File: config.mk
export PLATFORM = sky130hd
export DESIGN_NAME = banked_xorshift_range_draw_core
export DESIGN_NICKNAME = d
export VERILOG_FILES = /design/src/sv/bxrd_pkg.sv /design/src/sv/bxrd_ctrl.sv /design/src/sv/bxrd_dpath.sv /design/src/sv/banked_xorshift_range_draw_core.sv
export SDC_FILE = /design/constraint.sdc
export NUM_CORES = 2
export LEC_CHECK = 0
export BUFFER_PORTS_ARGS = -buffer_cell sky130_fd_sc_hd__buf_2
export CAP_MARGIN = 20
export CORE_ASPECT_RATIO = 0.9
export CORE_UTILIZATION = 45
export DETAILED_ROUTE_END_ITERATION = 10
export GPL_TIMING_DRIVEN = 1
export SYNTH_ARGS = -nofsm -noshare
export SYNTH_HDL_FRONTEND = slang
export SYNTH_SLANG_ARGS = --single-unit
File: constraint.sdc
create_clock -name clock -period 30.2 [get_ports clock]
set_clock_uncertainty 0.05 [all_clocks]
set_input_delay 4.53 -clock clock [delete_from_list [all_inputs] [get_ports clock]]
set_output_delay 4.53 -clock clock [all_outputs]
set_load 0.05 [all_outputs]
File: src/sv/bxrd_pkg.sv
// ----------------------------------------------------------------------------
// bxrd_pkg
// Shared constants, types and the generator step function for the banked
// xorshift range draw core.
// ----------------------------------------------------------------------------
package bxrd_pkg;

   localparam int STREAM_COUNT_DEF = 32;

   localparam int FUNC_W  = 2;
   localparam int INDEX_W = 5;
   localparam int STATE_W = 64;
   localparam int VALUE_W = 32;

   localparam logic [FUNC_W-1:0] FUNC_SEED = 2'd0;
   localparam logic [FUNC_W-1:0] FUNC_DRAW = 2'd1;
   localparam logic [FUNC_W-1:0] FUNC_READ = 2'd2;

   localparam int SHIFT_A = 13;
   localparam int SHIFT_B = 7;
   localparam int SHIFT_C = 17;

   // A draw gives up after 2**TRY_W steps.
   localparam int TRY_W = 16;

   typedef struct packed {
      logic accept;
      logic seed_wr;
      logic load;
      logic step;
      logic out_load;
   } cmd_type;

   typedef struct packed {
      logic [FUNC_W-1:0] req_func;
      logic              req_index_ok;
      logic              hit;
      logic              last_try;
   } status_type;

   function automatic logic [STATE_W-1:0] advance(input logic [STATE_W-1:0] s);
      logic [STATE_W-1:0] t;
      t = s ^ (s << SHIFT_A);
      t = t ^ (t >> SHIFT_B);
      t = t ^ (t << SHIFT_C);
      return t;
   endfunction

endpackage

File: src/sv/bxrd_ctrl.sv
// ----------------------------------------------------------------------------
// bxrd_ctrl
// Sequencer for the draw core. It accepts one request word at a time, runs
// the load and step phases and owns the valid flag of the response register.
// ----------------------------------------------------------------------------
module bxrd_ctrl (
   input  logic                 clock,
   input  logic                 reset,
   input  logic                 req_valid,
   output logic                 req_ready,
   output logic                 rsp_valid,
   input  logic                 rsp_ready,
   input  bxrd_pkg::status_type status,
   output bxrd_pkg::cmd_type    cmd
);

   localparam logic [1:0] ST_IDLE = 2'd0;
   localparam logic [1:0] ST_LOAD = 2'd1;
   localparam logic [1:0] ST_STEP = 2'd2;
   localparam logic [1:0] ST_OUT  = 2'd3;

   logic [1:0] state_ff, state_in;
   logic       draw_ff, draw_in;
   logic       rsp_valid_ff, rsp_valid_in;
   logic       accept;
   logic       out_free;

   assign req_ready = (state_ff == ST_IDLE);
   assign accept    = req_valid && req_ready;
   assign out_free  = !rsp_valid_ff || rsp_ready;
   assign rsp_valid = rsp_valid_ff;

   always_comb begin
      state_in     = state_ff;
      draw_in      = draw_ff;
      cmd          = '0;
      cmd.accept   = accept;
      case (state_ff)
         ST_IDLE: begin
            if (accept && status.req_index_ok) begin
               case (status.req_func)
                  bxrd_pkg::FUNC_SEED: begin
                     cmd.seed_wr = 1'b1;
                  end
                  bxrd_pkg::FUNC_DRAW: begin
                     draw_in  = 1'b1;
                     state_in = ST_LOAD;
                  end
                  bxrd_pkg::FUNC_READ: begin
                     draw_in  = 1'b0;
                     state_in = ST_LOAD;
                  end
                  default: begin
                     state_in = ST_IDLE;
                  end
               endcase
            end
         end
         ST_LOAD: begin
            cmd.load = 1'b1;
            state_in = draw_ff ? ST_STEP : ST_OUT;
         end
         ST_STEP: begin
            cmd.step = 1'b1;
            if (status.hit) begin
               state_in = ST_OUT;
            end else if (status.last_try) begin
               state_in = ST_IDLE;
            end
         end
         ST_OUT: begin
            if (out_free) begin
               cmd.out_load = 1'b1;
               state_in     = ST_IDLE;
            end
         end
         default: begin
            state_in = ST_IDLE;
         end
      endcase
   end

   assign rsp_valid_in = cmd.out_load || (rsp_valid_ff && !rsp_ready);

   always_ff @(posedge clock) begin
      if (reset) begin
         state_ff     <= ST_IDLE;
         draw_ff      <= 1'b0;
         rsp_valid_ff <= 1'b0;
      end else begin
         state_ff     <= state_in;
         draw_ff      <= draw_in;
         rsp_valid_ff <= rsp_valid_in;
      end
   end

endmodule

File: src/sv/bxrd_dpath.sv
// ----------------------------------------------------------------------------
// bxrd_dpath
// Datapath of the draw core: the bank of generator states, the working
// state register with its step logic and range test, and the response word.
// ----------------------------------------------------------------------------
module bxrd_dpath #(
   parameter int STREAM_COUNT = bxrd_pkg::STREAM_COUNT_DEF
) (
   input  logic                          clock,
   input  logic [bxrd_pkg::FUNC_W-1:0]   req_func,
   input  logic [bxrd_pkg::INDEX_W-1:0]  req_stream_index,
   input  logic [bxrd_pkg::STATE_W-1:0]  req_seed_value,
   input  logic [bxrd_pkg::VALUE_W-1:0]  req_range_low,
   input  logic [bxrd_pkg::VALUE_W-1:0]  req_range_high,
   input  logic [bxrd_pkg::VALUE_W-1:0]  req_value_mask,
   input  bxrd_pkg::cmd_type             cmd,
   output bxrd_pkg::status_type          status,
   output logic [bxrd_pkg::VALUE_W-1:0]  rsp_drawn_value,
   output logic [bxrd_pkg::STATE_W-1:0]  rsp_state_readback
);

   localparam int ADDR_W = (STREAM_COUNT > 1) ? $clog2(STREAM_COUNT) : 1;
   localparam int EXT_W  = (ADDR_W > bxrd_pkg::INDEX_W) ? ADDR_W : bxrd_pkg::INDEX_W;

   logic [bxrd_pkg::STATE_W-1:0] mem [STREAM_COUNT];

   logic [EXT_W:0]                 idx_ext;
   logic [ADDR_W-1:0]              req_addr;
   logic [ADDR_W-1:0]              addr_ff;
   logic [bxrd_pkg::VALUE_W-1:0]   low_ff;
   logic [bxrd_pkg::VALUE_W-1:0]   high_ff;
   logic [bxrd_pkg::VALUE_W-1:0]   mask_ff;
   logic [bxrd_pkg::STATE_W-1:0]   mem_q_ff;
   logic [bxrd_pkg::STATE_W-1:0]   state_ff, state_in;
   logic [bxrd_pkg::VALUE_W-1:0]   value_ff, value_in;
   logic [bxrd_pkg::TRY_W-1:0]     try_ff, try_in;
   logic [bxrd_pkg::STATE_W-1:0]   step_next;
   logic [bxrd_pkg::VALUE_W-1:0]   step_value;
   logic                           hit;
   logic                           last_try;
   logic [bxrd_pkg::VALUE_W-1:0]   rsp_value_ff;
   logic [bxrd_pkg::STATE_W-1:0]   rsp_state_ff;

   assign idx_ext  = (EXT_W+1)'(req_stream_index);
   assign req_addr = idx_ext[ADDR_W-1:0];

   assign step_next  = bxrd_pkg::advance(state_ff);
   assign step_value = step_next[bxrd_pkg::VALUE_W-1:0] & mask_ff;
   assign hit        = (low_ff <= step_value) && (step_value <= high_ff);
   assign last_try   = (try_ff == {bxrd_pkg::TRY_W{1'b1}});

   always_comb begin
      status.req_func     = req_func;
      status.req_index_ok = idx_ext < (EXT_W+1)'(STREAM_COUNT);
      status.hit          = hit;
      status.last_try     = last_try;
   end

   always_ff @(posedge clock) begin
      if (cmd.seed_wr) begin
         mem[req_addr] <= req_seed_value;
      end else if (cmd.step && (hit || last_try)) begin
         mem[addr_ff] <= step_next;
      end
      if (cmd.accept) begin
         mem_q_ff <= mem[req_addr];
      end
   end

   always_comb begin
      state_in = state_ff;
      value_in = value_ff;
      try_in   = try_ff;
      if (cmd.load) begin
         state_in = mem_q_ff;
         value_in = '0;
         try_in   = '0;
      end else if (cmd.step) begin
         state_in = step_next;
         value_in = step_value;
         try_in   = try_ff + 1'b1;
      end
   end

   always_ff @(posedge clock) begin
      if (cmd.accept) begin
         addr_ff <= req_addr;
         low_ff  <= req_range_low;
         high_ff <= req_range_high;
         mask_ff <= req_value_mask;
      end
      state_ff <= state_in;
      value_ff <= value_in;
      try_ff   <= try_in;
      if (cmd.out_load) begin
         rsp_value_ff <= value_ff;
         rsp_state_ff <= state_ff;
      end
   end

   assign rsp_drawn_value    = rsp_value_ff;
   assign rsp_state_readback = rsp_state_ff;

endmodule

File: src/sv/banked_xorshift_range_draw_core.sv
// ----------------------------------------------------------------------------
// banked_xorshift_range_draw_core: one request word at a time; a seed write is stored as accepted.
// rsp_valid rises once a read has passed LOAD and OUT, or a draw LOAD, its STEP states and OUT.
// The next request is taken once the core is back in IDLE; OUT holds while rsp_valid is unread.
// A draw does one xorshift step per cycle and gives up after 65536 steps with no response.
// Reset clears control state only; the state bank is undefined until seeded.
// ----------------------------------------------------------------------------
module banked_xorshift_range_draw_core #(
   parameter int STREAM_COUNT = bxrd_pkg::STREAM_COUNT_DEF
) (
   input  logic                          clock,
   input  logic                          reset,
   input  logic                          req_valid,
   output logic                          req_ready,
   input  logic [bxrd_pkg::FUNC_W-1:0]   req_func,
   input  logic [bxrd_pkg::INDEX_W-1:0]  req_stream_index,
   input  logic [bxrd_pkg::STATE_W-1:0]  req_seed_value,
   input  logic [bxrd_pkg::VALUE_W-1:0]  req_range_low,
   input  logic [bxrd_pkg::VALUE_W-1:0]  req_range_high,
   input  logic [bxrd_pkg::VALUE_W-1:0]  req_value_mask,
   output logic                          rsp_valid,
   input  logic                          rsp_ready,
   output logic [bxrd_pkg::VALUE_W-1:0]  rsp_drawn_value,
   output logic [bxrd_pkg::STATE_W-1:0]  rsp_state_readback
);

   bxrd_pkg::cmd_type    cmd;
   bxrd_pkg::status_type status;

   bxrd_ctrl u_ctrl (
      .clock     (clock),
      .reset     (reset),
      .req_valid (req_valid),
      .req_ready (req_ready),
      .rsp_valid (rsp_valid),
      .rsp_ready (rsp_ready),
      .status    (status),
      .cmd       (cmd)
   );

   bxrd_dpath #(
      .STREAM_COUNT (STREAM_COUNT)
   ) u_dpath (
      .clock              (clock),
      .req_func           (req_func),
      .req_stream_index   (req_stream_index),
      .req_seed_value     (req_seed_value),
      .req_range_low      (req_range_low),
      .req_range_high     (req_range_high),
      .req_value_mask     (req_value_mask),
      .cmd                (cmd),
      .status             (status),
      .rsp_drawn_value    (rsp_drawn_value),
      .rsp_state_readback (rsp_state_readback)
   );

endmodule

==> results.md <==
* Die Y-Extent at 437 um
* Synth area leaders: edfxtp_1 (75%), mux4_2 (15%), mux2_2 (1.7%), xnor2_1 (1.3%), dfxtp_1 (1.1%)
* Post-Synth Simple-Gate Area at 1.31%
* Async S/R FF share, synth at 0%
* Final period util at 27.9%
* Num CTS Buffers at 235
* Core area at 0.209 mm^2
* Critical path startpoint category: primary input
* Setup Total Neg Slack at 0 ns
* Clk root buf: clkbuf_16
* Crit path max fanout at 85
* First-pass GRT wire length at 355 mm
* Post-synthesis mux area share at 17.9%
* Die ar. at 0.212 mm^2
* HPWL after DPL at 145 mm
* Setup Viol. Count Final at 0
* Peak Freq at 119 MHz
* Critical Path Slowest Stage Cell: buf_4
* Slew Viols, Final at 0
* Relative slew slack at 21.8%
* Worst-path cell chain: buf_8 > buf_4 > buf_4 > buf_4 > mux4_2 > mux4_2 > mux2_2
* Worst path max stage delay at 0.89 ns
* DR pass1 iterations at 5
* Synthesized flop and latch total at 2425
* Status: finished, final reports clean
* Post-CTS Setup Bufs at 0
* # port buffers at 268
* Cell mode on critical path: buf_4
* P per Cell Area at 87.9 mW/mm^2
* Resize count post-CTS at 0
* Final Instance Area at 0.107 mm^2
* Data required, critical path at 30.74 ns
* Synth cell count leaders: edfxtp_1 (2373), mux4_2 (640), mux2_2 (145)
* Final min period at 8.43 ns
* Post-Synth Adder-Cell Area at 0.912%
* Worst-Margin Slew at 1.16 ns
* Layout cells sized above 1 at 33.3%
* Fin Hold WS at 0.378 ns
* 1st-iter DRT viols at 5206
* Synth Area in XOR/XNOR at 1.73%
* Largest area contributor in the netlist: edfxtp_1
* Drt drc at 0
* Critical Path AT at 8.98 ns
* Compound-Gate Fraction of Synth Area at 0.651%
* Max clock buf depth at 3
* Main combinational cell family by area after synthesis: multiplexers
* Total Nets Final at 4801
* Synthesized area at 0.0947 mm^2
* Drt wl/cell at 33.9 um
* Reg clk slew, reported paths at 0.06 ns
* Final hold violations at 0
* RSZ-0062 raised after global routing: false
* Largest net degree at the start of global routing at 101
* Post-cts hold buffer count at 0
* CTS tree: done
* Worst IR drop on VDD at 74.9 uV
* Global placement routability congestion at 0.930
* Hold Path Class: flop to flop
* DIE WIDTH at 486 um
* DRT antenna net count at 0
* Row count at 159
* Register area share after synthesis at 76.3%
* Unique masters post-synth at 56
* Critical setup path kind: primary input to flop
* Initial antenna violation count at 8
* Routed vias/inst at 6.02
* Max_cap viols at 0
* Static leakage power at 34.5 nW
* CTS sink cnt at 2425
* Count leader, synth: edfxtp_1
* DRT Wirelength at 255 mm
* DP Area at 0.0997 mm^2
* Vias in the first global route at 45000
* Syn-to-layout area delta at 13.2%
* Syn Area/Cell at 22.9 um^2
* Dpl cells at 7055
* Syn Inst Count at 4133
* Io pins at 269
* Post-synth top flop: edfxtp_1
* Crit. End Element: flop
* Initial Util at 45.3%
* YS warnings at 0
* Post-synth top area share at 75.2%
* Syn Nets at 4373
* GRT Overall Usage at 24.0%
* Depth of the CTS H-tree at 4
* EDFF count, synth at 2373
* Layout Cells excl Fill at 7506
* Worst skew pair latency at 0.86 ns
* GRT overflow at 0
* Vias at 45200
==> critical path: cells and delay by family <==
family / cells / cell delay, ns
multiplexers: 3 / 1.24
buffers and inverters: 4 / 2.94
==> logic make-up after synthesis <==
| family | count (synthesis) |
|---|---|
| AO/OA/AOI/OAI | 95 |
| XOR/XNOR | 184 |
| adder cells (fa/ha/maj) | 69 |
| buffers and inverters | 255 |
| flip-flops | 2425 |
| multiplexers | 860 |
| AND/OR/NAND/NOR | 245 |
==> worst paths after layout <==
| path | start | end | slack [ns] | depth (start not counted) |
|---|---|---|---|---|
| max | req_stream_index[1] | u_dpath.mem_q_ff[20] | 21.77 | 7 |
| min | u_dpath.value_ff[20] | u_dpath.rsp_drawn_value[20] | 0.38 | 0 |
| max reg2reg | u_dpath.state_ff[14] | u_dpath.mem[25][63] | 22.15 | 15 |
| min reg2reg | u_dpath.value_ff[20] | u_dpath.rsp_drawn_value[20] | 0.38 | 0 |
==> report_power, final <==
| part | internal [mW] | switching, mW | leakage [nW] |
|---|---|---|---|
| clock | 1.60 | 1.27 | 3.64 |
| combinational | 0.829 | 1.52 | 8.95 |
| sequential | 4.04 | 0.167 | 21.9 |
| total | 6.47 | 2.96 | 34.5 |
==> layer usage <==
metal | vias up | track usage [%] | share of wire (%)
li1 | 18200 | - | -
met1 | 24800 | 34.1 | 42
met2 | 1880 | 37.7 | 48
met3 | 335 | 4.06 | 6.9
met4 | 0 | 8.50 | 3.6
met5 | - | 0 | 0
==> layout by cell type, fill, tap and decap left out, types with 35 or more instances in the layout <==
master,Yosys,routed
clkbuf_16,0,240
edfxtp_1,2373,2373
clkinv_2,0,48
dfxtp_1,52,52
buf_2,0,263
mux2_2,145,145
inv_1,76,76
nand2_1,64,64
xor2_1,45,45
nor2_1,61,61
clkbuf_1,125,54
mux2_4,40,40
mux4_2,640,640
xnor2_1,136,133
ha_1,69,66
buf_4,3,95
clkinv_1,0,54
mux2i_1,35,35
==> per-stage QoR <==
| stage | power, mW | setup WS, ns | utilization [%] |
|---|---|---|---|
| after detailed placement | 6.55 | 20.89 | 47.7 |
| after CTS | 9.40 | 21.81 | 51.3 |
| after global placement | 6.51 | 20.84 | 47.7 |
| final | 9.43 | 21.77 | 51.3 |
| after floorplan | 5.47 | 16.46 | - |
| after global routing | 9.70 | 21.61 | 51.3 |
==> layout make-up <==
cell class | instances | area [um^2]
clock buffer | 294 | 6210
antenna | 5 | 12.5
timing repair buffer | 370 | 2220
multi-input combinational | 1453 | 21500
clock inverter | 146 | 1260
inverter | 76 | 285
fill | 16200 | 102000
sequential | 2425 | 72300
tap | 2737 | 3420
==> sequential cells by signal (all words and copies together) (netlist names) <==
| name | cells |
|---|---|
| u_dpath.mem | 2048 |
| u_dpath.mem_q_ff | 64 |
| u_dpath.rsp_state_readback | 64 |
| u_dpath.state_ff | 64 |
| u_dpath.high_ff | 32 |
| u_dpath.low_ff | 32 |
| u_dpath.mask_ff | 32 |
| u_dpath.rsp_drawn_value | 32 |
| u_dpath.value_ff | 32 |
| u_dpath.try_ff | 16 |
| u_dpath.addr_ff | 5 |
| u_ctrl.state_ff | 2 |
| u_ctrl.draw_ff | 1 |
| u_ctrl.rsp_valid | 1 |
Note: power is estimated with default switching activity, not from simulation.
